--- src/rtl/rinse_tank_level_valve_pump_controller_top_defines.svh ---
// Assertion macros for the rinse tank controller.
`ifndef RINSE_TANK_LEVEL_VALVE_PUMP_CONTROLLER_TOP_DEFINES_SVH
`define RINSE_TANK_LEVEL_VALVE_PUMP_CONTROLLER_TOP_DEFINES_SVH
// Implication checked on every clock edge outside reset.
`define RT_ASSERT_IMP(label, ante, cons) \
  label: assert property (@(posedge clk_i) disable iff (!rst_ni) (ante) |-> (cons)) \
    else $error("assertion failed");
// Next-cycle implication.
`define RT_ASSERT_NEXT(label, ante, cons) \
  label: assert property (@(posedge clk_i) disable iff (!rst_ni) (ante) |=> (cons)) \
    else $error("assertion failed");
`endif

--- src/rtl/rtlvp_pkg.sv ---
// Package: constants and types of the rinse tank controller.
package rtlvp_pkg;
  localparam logic [1:0] MODE_PLATE = 2'd0;
  localparam logic [1:0] MODE_AREA  = 2'd1;
  localparam logic [1:0] MODE_FRESH = 2'd2;

  localparam logic [2:0] REG_REPL_MODE  = 3'd0;
  localparam logic [2:0] REG_DOSE_PLATE = 3'd1;
  localparam logic [2:0] REG_DOSE_AREA  = 3'd2;
  localparam logic [2:0] REG_PUMP_RATE  = 3'd3;
  localparam logic [2:0] REG_MIN_VALVE  = 3'd4;
  localparam logic [2:0] REG_FLOW_CHECK = 3'd5;

  localparam int unsigned T_LEVEL     = 500;
  localparam int unsigned T_ERROR     = 2000;
  localparam int unsigned T_REFILL    = 200;
  localparam int unsigned T_SAFETY    = 1000;
  localparam int unsigned T_NOFLOW    = 300;
  localparam int unsigned T_CUTOFF    = 3000;
  localparam int unsigned T_FLOWSTART = 2000;

  typedef enum logic [2:0] {
    ST_IDLE, ST_MUL, ST_DIV, ST_SCALE, ST_APPLY, ST_OUT
  } state_e;

  // Divider request and status.
  typedef struct packed {
    logic        start;
    logic [31:0] dividend;
    logic [15:0] divisor;
  } div_req_t;

  typedef struct packed {
    logic        busy;
    logic        done;
    logic [31:0] quotient;
  } div_rsp_t;
endpackage

--- src/rtl/rtlvp_div.sv ---
// Radix-2 restoring divider, one quotient bit per cycle.
module rtlvp_div (
  input  logic               clk_i,
  input  logic               rst_ni,
  input  rtlvp_pkg::div_req_t req_i,
  output rtlvp_pkg::div_rsp_t rsp_o
);
  logic [31:0] quo_q, quo_d;
  logic [15:0] div_q, div_d;
  logic [15:0] rem_q, rem_d;
  logic [5:0]  cnt_q, cnt_d;
  logic        busy_q, busy_d, done_q, done_d;
  logic [16:0] trial;

  always_comb begin
    quo_d = quo_q; div_d = div_q; rem_d = rem_q; cnt_d = cnt_q;
    busy_d = busy_q; done_d = 1'b0;
    trial = '0;
    if (req_i.start) begin
      quo_d = req_i.dividend; div_d = req_i.divisor; rem_d = '0;
      cnt_d = 6'd32; busy_d = 1'b1;
    end else if (busy_q) begin
      trial = {rem_q, quo_q[31]};
      // the partial remainder stays below the divisor, so 16 bits hold it
      if (trial >= {1'b0, div_q}) begin
        rem_d = 16'(trial - {1'b0, div_q});
        quo_d = {quo_q[30:0], 1'b1};
      end else begin
        rem_d = trial[15:0];
        quo_d = {quo_q[30:0], 1'b0};
      end
      cnt_d = cnt_q - 6'd1;
      if (cnt_q == 6'd1) begin
        busy_d = 1'b0; done_d = 1'b1;
      end
    end
  end

  always_ff @(posedge clk_i or negedge rst_ni) begin
    if (!rst_ni) begin
      busy_q <= 1'b0; done_q <= 1'b0; cnt_q <= '0;
    end else begin
      busy_q <= busy_d; done_q <= done_d; cnt_q <= cnt_d;
    end
  end

  always_ff @(posedge clk_i) begin
    quo_q <= quo_d; div_q <= div_d; rem_q <= rem_d;
  end

  assign rsp_o.busy     = busy_q;
  assign rsp_o.done     = done_q;
  assign rsp_o.quotient = quo_q;
endmodule

--- src/rtl/rinse_tank_level_valve_pump_controller_top.sv ---
// Top level of the rinse tank level, valve and pump controller.
// Usage:
//  s_axis carries one 10 ms tick per transaction; m_axis returns one result
//  transaction per tick with the valve, pump and alarm drives and the valve
//  pulse times. Configuration is written through cfg_we_i/cfg_idx_i/cfg_data_i
//  and the user must do so only while the block is idle; the block itself does not enforce it.
//  A tick without a dose calculation passes through MUL and APPLY; when a one
//  second pulse arrives while processing in plate or area mode, it also waits in
//  DIV for the 32-step serial divider (one quotient bit per cycle), then SCALE.
//  One tick is worked at a time: s_axis_tready is low from acceptance until
//  the result transaction has been taken.
//  Reset clears all timers, counters and flags; pump rate resets to one.
//  When the receiver stalls, the result is held in the output register
//  and no new tick is accepted.
`include "rinse_tank_level_valve_pump_controller_top_defines.svh"
module rinse_tank_level_valve_pump_controller_top #(
  parameter int unsigned TIMER_BITS = 16
) (
  input  logic        clk_i,
  input  logic        rst_ni,
  input  logic        s_axis_tvalid,
  output logic        s_axis_tready,
  // tank_full, second_pulse, processing, auto_mode, voltage_ok, module_present,
  // flow_seen, plates_added[3:0], area_added[7:0], pump_cmd_set, pump_cmd_clear, pad
  input  logic [23:0] s_axis_tdata,
  output logic        m_axis_tvalid,
  input  logic        m_axis_tready,
  // valve_open, pump_on, level_bad, level_alarm, flow_alarm, valve_time[15:0],
  // valve_time_left[15:0], pad
  output logic [39:0] m_axis_tdata,
  input  logic        cfg_we_i,
  input  logic [2:0]  cfg_idx_i,
  input  logic [15:0] cfg_data_i
);
  localparam int unsigned TB = TIMER_BITS;
  localparam logic [TB-1:0] TMAX = {TB{1'b1}};

  function automatic logic [TB-1:0] clip(input int unsigned p);
    logic [32:0] w;
    w = 33'(p);
    return (w > 33'(TMAX)) ? TMAX : w[TB-1:0];
  endfunction

  localparam logic [TB-1:0] P_LEVEL = clip(rtlvp_pkg::T_LEVEL);
  localparam logic [TB-1:0] P_ERROR = clip(rtlvp_pkg::T_ERROR);
  localparam logic [TB-1:0] P_REFILL = clip(rtlvp_pkg::T_REFILL);
  localparam logic [TB-1:0] P_SAFETY = clip(rtlvp_pkg::T_SAFETY);
  localparam logic [TB-1:0] P_NOFLOW = clip(rtlvp_pkg::T_NOFLOW);
  localparam logic [TB-1:0] P_CUTOFF = clip(rtlvp_pkg::T_CUTOFF);
  localparam logic [TB-1:0] P_FSTART = clip(rtlvp_pkg::T_FLOWSTART);

  // configuration
  logic [1:0]  mode_q;
  logic [15:0] dplate_q, darea_q, rate_q, minv_q;
  logic        fchk_q;

  always_ff @(posedge clk_i or negedge rst_ni) begin
    if (!rst_ni) begin
      mode_q <= '0; dplate_q <= '0; darea_q <= '0; rate_q <= 16'd1;
      minv_q <= '0; fchk_q <= 1'b0;
    end else if (cfg_we_i) begin
      unique case (cfg_idx_i)
        rtlvp_pkg::REG_REPL_MODE:  mode_q   <= cfg_data_i[1:0];
        rtlvp_pkg::REG_DOSE_PLATE: dplate_q <= cfg_data_i;
        rtlvp_pkg::REG_DOSE_AREA:  darea_q  <= cfg_data_i;
        rtlvp_pkg::REG_PUMP_RATE:  rate_q   <= cfg_data_i;
        rtlvp_pkg::REG_MIN_VALVE:  minv_q   <= cfg_data_i;
        rtlvp_pkg::REG_FLOW_CHECK: fchk_q   <= cfg_data_i[0];
        default: ;
      endcase
    end
  end

  // state
  rtlvp_pkg::state_e st_q, st_d;
  logic [20:0] in_q;
  logic [TB-1:0] ok_t_q, low_t_q, err_t_q, fs_t_q, nf_t_q, rf_t_q, co_t_q, sc_t_q, pe_q;
  logic [TB-1:0] ok_t_d, low_t_d, err_t_d, fs_t_d, nf_t_d, rf_t_d, co_t_d, sc_t_d, pe_d;
  logic [15:0] preset_q, preset_d, latest_q, latest_d, held_q, held_d;
  logic [15:0] pcnt_q, pcnt_d, acnt_q, acnt_d;
  logic [13:0] fl_q, fl_d;
  logic [31:0] prod_q, prod_d;
  logic [31:0] quo_q, quo_d;
  logic        capt;
  logic [39:0] out_q, out_d;
  logic        ovld_q;

  rtlvp_pkg::div_req_t dreq;
  rtlvp_pkg::div_rsp_t drsp;

  rtlvp_div u_div (.clk_i, .rst_ni, .req_i(dreq), .rsp_o(drsp));

  localparam int F_LB = 0, F_V = 1, F_P = 2, F_C = 3, F_RA = 4, F_RI = 5, F_FA = 6;
  localparam int F_PO = 7, F_PL = 8, F_PT = 9, F_PF = 10, F_PC = 11, F_TQ = 12, F_TI = 13;

  // input fields of the held transaction
  logic full, pls, proc, autom, volt, modp, flow, cset, cclr;
  logic [3:0] plates;
  logic [7:0] area;
  assign full = in_q[0]; assign pls = in_q[1]; assign proc = in_q[2];
  assign autom = in_q[3]; assign volt = in_q[4]; assign modp = in_q[5];
  assign flow = in_q[6]; assign plates = in_q[10:7]; assign area = in_q[18:11];
  assign cset = in_q[19]; assign cclr = in_q[20];

  logic dose_needed, use_plate;
  logic [16:0] psum, asum;
  logic [15:0] pcnt_a, acnt_a;
  assign psum = {1'b0, pcnt_q} + 17'(plates);
  assign asum = {1'b0, acnt_q} + 17'(area);
  assign pcnt_a = psum[16] ? 16'hFFFF : psum[15:0];
  assign acnt_a = asum[16] ? 16'hFFFF : asum[15:0];
  assign use_plate = (mode_q == rtlvp_pkg::MODE_PLATE);
  assign dose_needed = pls && proc &&
    (mode_q == rtlvp_pkg::MODE_PLATE || mode_q == rtlvp_pkg::MODE_AREA);

  // sequencer
  always_comb begin
    st_d = st_q;
    unique case (st_q)
      rtlvp_pkg::ST_IDLE:  if (s_axis_tvalid) st_d = rtlvp_pkg::ST_MUL;
      rtlvp_pkg::ST_MUL:   st_d = dose_needed ? rtlvp_pkg::ST_DIV : rtlvp_pkg::ST_APPLY;
      rtlvp_pkg::ST_DIV:   if (drsp.done) st_d = rtlvp_pkg::ST_SCALE;
      rtlvp_pkg::ST_SCALE: st_d = rtlvp_pkg::ST_APPLY;
      rtlvp_pkg::ST_APPLY: st_d = rtlvp_pkg::ST_OUT;
      rtlvp_pkg::ST_OUT:   if (!ovld_q || m_axis_tready) st_d = rtlvp_pkg::ST_IDLE;
      default:             st_d = rtlvp_pkg::ST_IDLE;
    endcase
  end

  always_comb begin
    s_axis_tready = (st_q == rtlvp_pkg::ST_IDLE) && !ovld_q;
    dreq.start    = (st_q == rtlvp_pkg::ST_MUL) && dose_needed;
    dreq.dividend = prod_d;
    dreq.divisor  = (rate_q == 16'd0) ? 16'd1 : rate_q;
    capt          = (st_q == rtlvp_pkg::ST_APPLY);
  end

  // multiply count by dose; scale quotient by 100
  always_comb begin
    prod_d = prod_q; quo_d = quo_q;
    if (st_q == rtlvp_pkg::ST_MUL)
      prod_d = use_plate ? pcnt_a * dplate_q : acnt_a * darea_q;
    if (st_q == rtlvp_pkg::ST_DIV && drsp.done) quo_d = drsp.quotient;
  end

  logic [38:0] scaled;
  logic [15:0] dt_sat;
  assign scaled = 39'(quo_q) * 39'd100;
  assign dt_sat = (scaled > 39'hFFFF) ? 16'hFFFF : scaled[15:0];

  logic [15:0] dt_q;
  always_ff @(posedge clk_i) begin
    if (st_q == rtlvp_pkg::ST_SCALE) dt_q <= dt_sat;
  end

  // on-delay helper
  function automatic logic [TB:0] ondly(input logic [TB-1:0] et, input logic in,
                                        input logic [TB-1:0] p);
    logic [TB-1:0] n;
    n = et;
    if (!in) return '0;
    if (n < p) n = n + 1'b1;
    return {(n >= p), n};
  endfunction

  // tick evaluation in statement order
  always_comb begin
    logic [TB:0] r;
    logic fresh, trig, q, lalarm, vwas, clk, fall, cr, d, tin;
    logic [15:0] left;
    ok_t_d = ok_t_q; low_t_d = low_t_q; err_t_d = err_t_q; fs_t_d = fs_t_q;
    nf_t_d = nf_t_q; rf_t_d = rf_t_q; co_t_d = co_t_q; sc_t_d = sc_t_q; pe_d = pe_q;
    preset_d = preset_q; latest_d = latest_q; held_d = held_q;
    pcnt_d = pcnt_q; acnt_d = acnt_q; fl_d = fl_q; out_d = out_q;
    fresh = (mode_q == rtlvp_pkg::MODE_FRESH);
    trig = 1'b0; r = '0; q = 1'b0; d = 1'b0;

    if (cset) fl_d[F_C] = 1'b1;
    if (cclr) fl_d[F_C] = 1'b0;
    pcnt_d = pcnt_a; acnt_d = acnt_a;

    r = ondly(ok_t_q, full, P_LEVEL); ok_t_d = r[TB-1:0]; q = r[TB];
    if (q && !fl_d[F_PO]) fl_d[F_LB] = 1'b0;
    fl_d[F_PO] = q;
    r = ondly(low_t_q, !full, P_LEVEL); low_t_d = r[TB-1:0]; q = r[TB];
    if (q && !fl_d[F_PL]) fl_d[F_LB] = 1'b1;
    fl_d[F_PL] = q;
    r = ondly(err_t_q, fl_d[F_LB], P_ERROR); err_t_d = r[TB-1:0]; q = r[TB];
    lalarm = modp && q && !fresh;

    if (dose_needed) begin
      latest_d = dt_q;
      if (dt_q >= minv_q) begin
        trig = 1'b1;
        if (use_plate) pcnt_d = '0; else acnt_d = '0;
      end
    end
    vwas = fl_d[F_V];
    if (!vwas) held_d = latest_d;
    if (trig && !vwas) preset_d = held_d;
    left = vwas ? (preset_d - 16'(pe_q)) : 16'd0;

    // pulse timer
    begin
      logic [TB:0] pw;
      logic [TB-1:0] p;
      pw = {{(TB+1-16 > 0 ? TB+1-16 : 0){1'b0}}, preset_d} > (TB+1)'(TMAX) ?
           (TB+1)'(TMAX) : (TB+1)'(preset_d);
      p = pw[TB-1:0];
      tin = trig;
      if (fl_d[F_TQ]) begin
        if (pe_d < p) pe_d = pe_d + 1'b1;
        if (pe_d >= p) fl_d[F_TQ] = 1'b0;
      end else if (tin && !fl_d[F_TI]) begin
        pe_d = '0;
        fl_d[F_TQ] = (p != '0);
      end else if (!tin) begin
        pe_d = '0;
      end
      fl_d[F_TI] = tin;
    end
    q = fl_d[F_TQ];
    if (q && !fl_d[F_PT] && !fresh) fl_d[F_V] = 1'b1;
    fl_d[F_PT] = q;
    clk = q && autom;
    fall = !clk && fl_d[F_PF];
    fl_d[F_PF] = clk;
    if ((fall && !fresh) || !volt) fl_d[F_V] = 1'b0;

    r = ondly(rf_t_q, fl_d[F_RI], P_REFILL); rf_t_d = r[TB-1:0]; q = r[TB];
    if (!fresh) begin
      fl_d[F_RI] = !fl_d[F_LB];
      if (fl_d[F_LB] && volt && autom) begin
        fl_d[F_RA] = 1'b1; fl_d[F_V] = 1'b1;
      end
      if ((q || !autom) && fl_d[F_RA]) begin
        fl_d[F_RA] = 1'b0; fl_d[F_V] = 1'b0;
      end
    end else begin
      fl_d[F_RI] = 1'b0; fl_d[F_RA] = 1'b0;
    end

    r = ondly(sc_t_q, fl_d[F_V] && full, P_SAFETY); sc_t_d = r[TB-1:0];
    if (r[TB]) fl_d[F_V] = 1'b0;

    cr = fl_d[F_C] && !fl_d[F_PC];
    fl_d[F_PC] = fl_d[F_C];

    if (fchk_q) begin
      if (fresh) begin
        r = ondly(fs_t_q, fl_d[F_V], P_FSTART); fs_t_d = r[TB-1:0]; q = r[TB];
        if (q && !flow) fl_d[F_FA] = 1'b1;
      end else begin
        r = ondly(fs_t_q, fl_d[F_P], P_FSTART); fs_t_d = r[TB-1:0]; q = r[TB];
        r = ondly(nf_t_q, !flow && !fl_d[F_V], P_NOFLOW); nf_t_d = r[TB-1:0]; d = r[TB];
        if (q && d) fl_d[F_FA] = 1'b1;
      end
    end else begin
      fl_d[F_FA] = 1'b0;
    end

    r = ondly(co_t_q, fl_d[F_LB] && !cr, P_CUTOFF); co_t_d = r[TB-1:0]; q = r[TB];
    if (q || !volt || fl_d[F_FA]) begin
      fl_d[F_P] = 1'b0; fl_d[F_C] = 1'b0;
    end else begin
      fl_d[F_P] = fl_d[F_C];
    end

    out_d = {3'b000, left, held_d, fl_d[F_FA], lalarm, fl_d[F_LB], fl_d[F_P], fl_d[F_V]};
  end

  always_ff @(posedge clk_i or negedge rst_ni) begin
    if (!rst_ni) begin
      st_q <= rtlvp_pkg::ST_IDLE; ovld_q <= 1'b0;
      ok_t_q <= '0; low_t_q <= '0; err_t_q <= '0; fs_t_q <= '0; nf_t_q <= '0;
      rf_t_q <= '0; co_t_q <= '0; sc_t_q <= '0; pe_q <= '0;
      preset_q <= '0; latest_q <= '0; held_q <= '0; pcnt_q <= '0; acnt_q <= '0;
      fl_q <= '0;
    end else begin
      st_q <= st_d;
      if (capt) begin
        ok_t_q <= ok_t_d; low_t_q <= low_t_d; err_t_q <= err_t_d; fs_t_q <= fs_t_d;
        nf_t_q <= nf_t_d; rf_t_q <= rf_t_d; co_t_q <= co_t_d; sc_t_q <= sc_t_d;
        pe_q <= pe_d; preset_q <= preset_d; latest_q <= latest_d; held_q <= held_d;
        pcnt_q <= pcnt_d; acnt_q <= acnt_d; fl_q <= fl_d;
        ovld_q <= 1'b1;
      end else if (m_axis_tvalid && m_axis_tready) begin
        ovld_q <= 1'b0;
      end
    end
  end

  always_ff @(posedge clk_i) begin
    if (s_axis_tvalid && s_axis_tready) in_q <= s_axis_tdata[20:0];
    if (capt) out_q <= out_d;
    prod_q <= prod_d;
    quo_q <= quo_d;
  end

  assign m_axis_tvalid = ovld_q;
  assign m_axis_tdata  = out_q;

  `RT_ASSERT_IMP(a_no_accept_busy, st_q != rtlvp_pkg::ST_IDLE, !s_axis_tready)
  `RT_ASSERT_NEXT(a_div_starts, dreq.start, drsp.busy)
  `RT_ASSERT_NEXT(a_apply_valid, st_q == rtlvp_pkg::ST_APPLY, m_axis_tvalid)
endmodule
--- config.mk ---
export PLATFORM = sky130hd
export DESIGN_NAME = rinse_tank_level_valve_pump_controller_top
export DESIGN_NICKNAME = d
export VERILOG_FILES = /design/src/rtl/rtlvp_pkg.sv /design/src/rtl/rtlvp_div.sv /design/src/rtl/rinse_tank_level_valve_pump_controller_top.sv
export VERILOG_INCLUDE_DIRS = /design/src /design/src/rtl
export SDC_FILE = /design/constraint.sdc
export NUM_CORES = 2
export LEC_CHECK = 0
export ABC_AREA = 1
export BUFFER_PORTS_ARGS = -buffer_cell sky130_fd_sc_hd__buf_2
export CAP_MARGIN = 10
export CORE_AREA = 4 4 289 291
export DETAILED_ROUTE_END_ITERATION = 8
export DIE_AREA = 0 0 293 295
export HOLD_SLACK_MARGIN = 0.15
export PLACE_DENSITY = 0.82
export SKIP_CTS_REPAIR_TIMING = 1
export SYNTH_ARGS = -nofsm -noshare
export SYNTH_HDL_FRONTEND = slang
export SYNTH_SLANG_ARGS = --single-unit
--- constraint.sdc ---
create_clock -name clk_i -period 15.99 [get_ports clk_i]
set_input_delay 3.198 -clock clk_i [delete_from_list [all_inputs] [get_ports clk_i]]
set_output_delay 3.198 -clock clk_i [all_outputs]
set_load 0.005 [all_outputs]
==> reports/qor.yml <==
placement:
  dpl.hpwl_um: 82090
  gp_congestion: 0.9250
  io_buffer_count: 83
grt:
  grt_pass1_wl_um: 179100
  grt_max_degree: 126
  overflow: 0
  grt_pass1_vias: 36000
  antenna_found_initial: 8
  track_usage: 0.2539
sta:
  slew_headroom: 0.1998
  worst_pin_slew_ps: 1197
  period_needed_ps: 9502
  setup_tns_ps: 0
  setup_viol: 0
  fmax_mhz: 105.2
  hold_viol_final: 0
  rsz0062_at_grt: "false"
  slew_viol_final: 0
  worst_clock_skew_ps: 39.10
  fin_crit_sh: 0.5943
cts:
  cts-root-buf: "clkbuf_16"
  clk_latency_ps: 630
  cts.clk_slew.worst_paths_ps: 60
  cts_sinks: 484
  htreeDepth: 2
  cts-buffers-inserted: 51
  cts_tree: "built"
  max-clock-path-buffers: 3
setup_path:
  slowest_stage: "fa_1"
  regToRegStartpoint: "pcnt_q[0]"
  crit_start: "pcnt_q[0]"
  cp_slowest_stage_delay_ps: 540
  crit_arrival_ps: 9880
  cp_common_cell: "inv_1"
  crit_type: "flop to flop"
  cp_max_fo: 12
  critical_path_required_ps: 16370
  start_kind: "flop"
  endpoint_kind: "flop"
logic_synthesis:
  yosysMostFrequentCell: "inv_1"
  synth.area.top_cells: "fa_1 19%, dfrtp_1 18%, ha_1 11%"
  yosys.area.top_type_share: 0.1896
  synth_common_cells: "1127 x inv_1, 1058 x nand2_1, 419 x fa_1"
  ys_ff_latch: 484
  syn_area_mm2: 0.04424
  synth-edff-count: 153
  synth-warning-count: 0
  syn_inst: 5324
  syn_avg_cell_area_um2: 8.309
  yosysTopAreaCell: "fa_1"
  synthFlopType: "dfrtp_1"
  async_flop_share: 0.6508
  ys_types: 78
  ys_seq_area_frac: 0.2893
die:
  chipHeight_um: 295
  design.die.area_mm2: 0.08644
  die_x_um: 293
  core_area_mm2: 0.08055
  io_pins: 90
  rows: 104
  initial_core_util: 0.5492
route:
  route.detailed.drc: 0
  routedWlPerCell_um: 17.01
  vias: 35460
  drtAntennaViolNets: 0
  drtPass1Iterations: 8
  drtIter0Drc: 3081
  viasPerCell: 5.531
  drt_wl_total_um: 109000
layout:
  syn_to_final_growth_pct: 6.915
  final_nets: 6165
  nFillCells: 6675
  drive_gt1_frac: 0.05294
min_path:
  hold_class: "flop to flop"
  min_from: "u_div.quo_q[23]"
run:
  maxCapViolations: 0
outcome:
  outcome: "finished, final reports clean"
==> per-layer routing <==
layer / GRT usage / up-vias / part of all wire
li1: - / 16650 / -
met1: 0.3190 / 16990 / 0.39
met2: 0.4212 / 1458 / 0.47
met3: 0.05198 / 361 / 0.087
met4: 0.1261 / 0 / 0.056
met5: 0 / - / 0
==> worst max-delay path: cells and delay by family, from the launching register on <==
| kind | cells | cell delay [ps] |
|---|---|---|
| buffers and inverters | 9 | 990 |
| AND/OR/NAND/NOR | 12 | 2160 |
| flip-flops | 1 | 350 |
| AO/OA/AOI/OAI | 9 | 1790 |
| adder cells (fa/ha/maj) | 9 | 3950 |
==> kinds of logic (layout without fill, tap and decap cells) <==
group / Yosys count / count (layout) / synth area share
adder cells (fa/ha/maj): 814 / 814 / 0.3013
AND/OR/NAND/NOR: 1781 / 1781 / 0.1661
AO/OA/AOI/OAI: 768 / 768 / 0.09992
multiplexers: 3 / 3 / 0.0006788
XOR/XNOR: 136 / 136 / 0.02693
flip-flops: 484 / 484 / 0.2893
other: 1 / 8 / 0.00008477
buffers and inverters: 1337 / 1357 / 0.1156
==> flip-flops by register name (all words and copies together), names as in the netlist, 21 cells and up <==
register      cells
quo_q            32
m_axis_tdata     37
in_q             21
u_div.quo_q      32
==> cell type report <==
cell class                      instances  area (µm²)  share of cell area
Tap cell                             1060        1326             0.02804
Clock inverter                         37       510.5             0.01079
Timing Repair Buffer                  111       635.6             0.01344
Antenna cell                            5       12.51           0.0002645
Multi-Input combinational cell       3505       26360              0.5574
Sequential cell                       484       12800              0.2706
Inverter                             1150        4324             0.09142
Clock buffer                           59        1326             0.02804
==> placed cells by master, fill, tap and decap left out, types with 15 or more instances in the layout <==
cell type | Yosys | final
a21oi_1 | 240 | 240
a31oi_1 | 32 | 32
buf_2 | 11 | 82
buf_4 | 9 | 28
clkbuf_16 | 0 | 51
clkinv_2 | 0 | 15
dfrtp_1 | 314 | 314
dfxtp_1 | 16 | 16
edfxtp_1 | 153 | 153
fa_1 | 419 | 419
ha_1 | 395 | 395
inv_1 | 1127 | 1126
nand2_1 | 1058 | 1057
nand3_1 | 140 | 140
nand4_1 | 64 | 64
nor2_1 | 396 | 393
nor3_1 | 58 | 58
nor4_1 | 18 | 18
o21ai_0 | 293 | 293
o21ai_1 | 23 | 23
o22ai_1 | 66 | 66
xnor2_1 | 42 | 42
xor2_1 | 94 | 94
==> stage by stage <==
step	hold slack, ps	utilization	cells	area (µm²)	setup WS (ps)
6_report	448.0	0.5872	6411	47300	6488
5_1_grt	455.6	0.5871	6409	47290	5904
4_1_cts	443.5	0.5869	6404	47270	6574
3_5_place_dp	431.5	0.5641	6308	45430	6576
3_3_place_gp	433.3	0.5641	6308	45430	6692
2_1_floorplan	420.8	-	5326	44250	8027
==> final timing paths <==
| path | end | slack [ps] | cells after the start |
|---|---|---|---|
| worst min-delay path | quo_q[23] | 450 | 0 |
| worst max register to register | u_div.quo_q[27] | 6490 | 39 |
| worst max-delay path | u_div.quo_q[27] | 6490 | 39 |
| min in group asynchronous | sc_t_q[1] | 2650 | 1 |
| worst min register to register | quo_q[23] | 450 | 0 |
| max in group asynchronous | acnt_q[5] | 11810 | 2 |
Power is left out: the tool's default activity adds up to more than one toggle a clock period on the data nets, which glitch-free logic cannot reach.
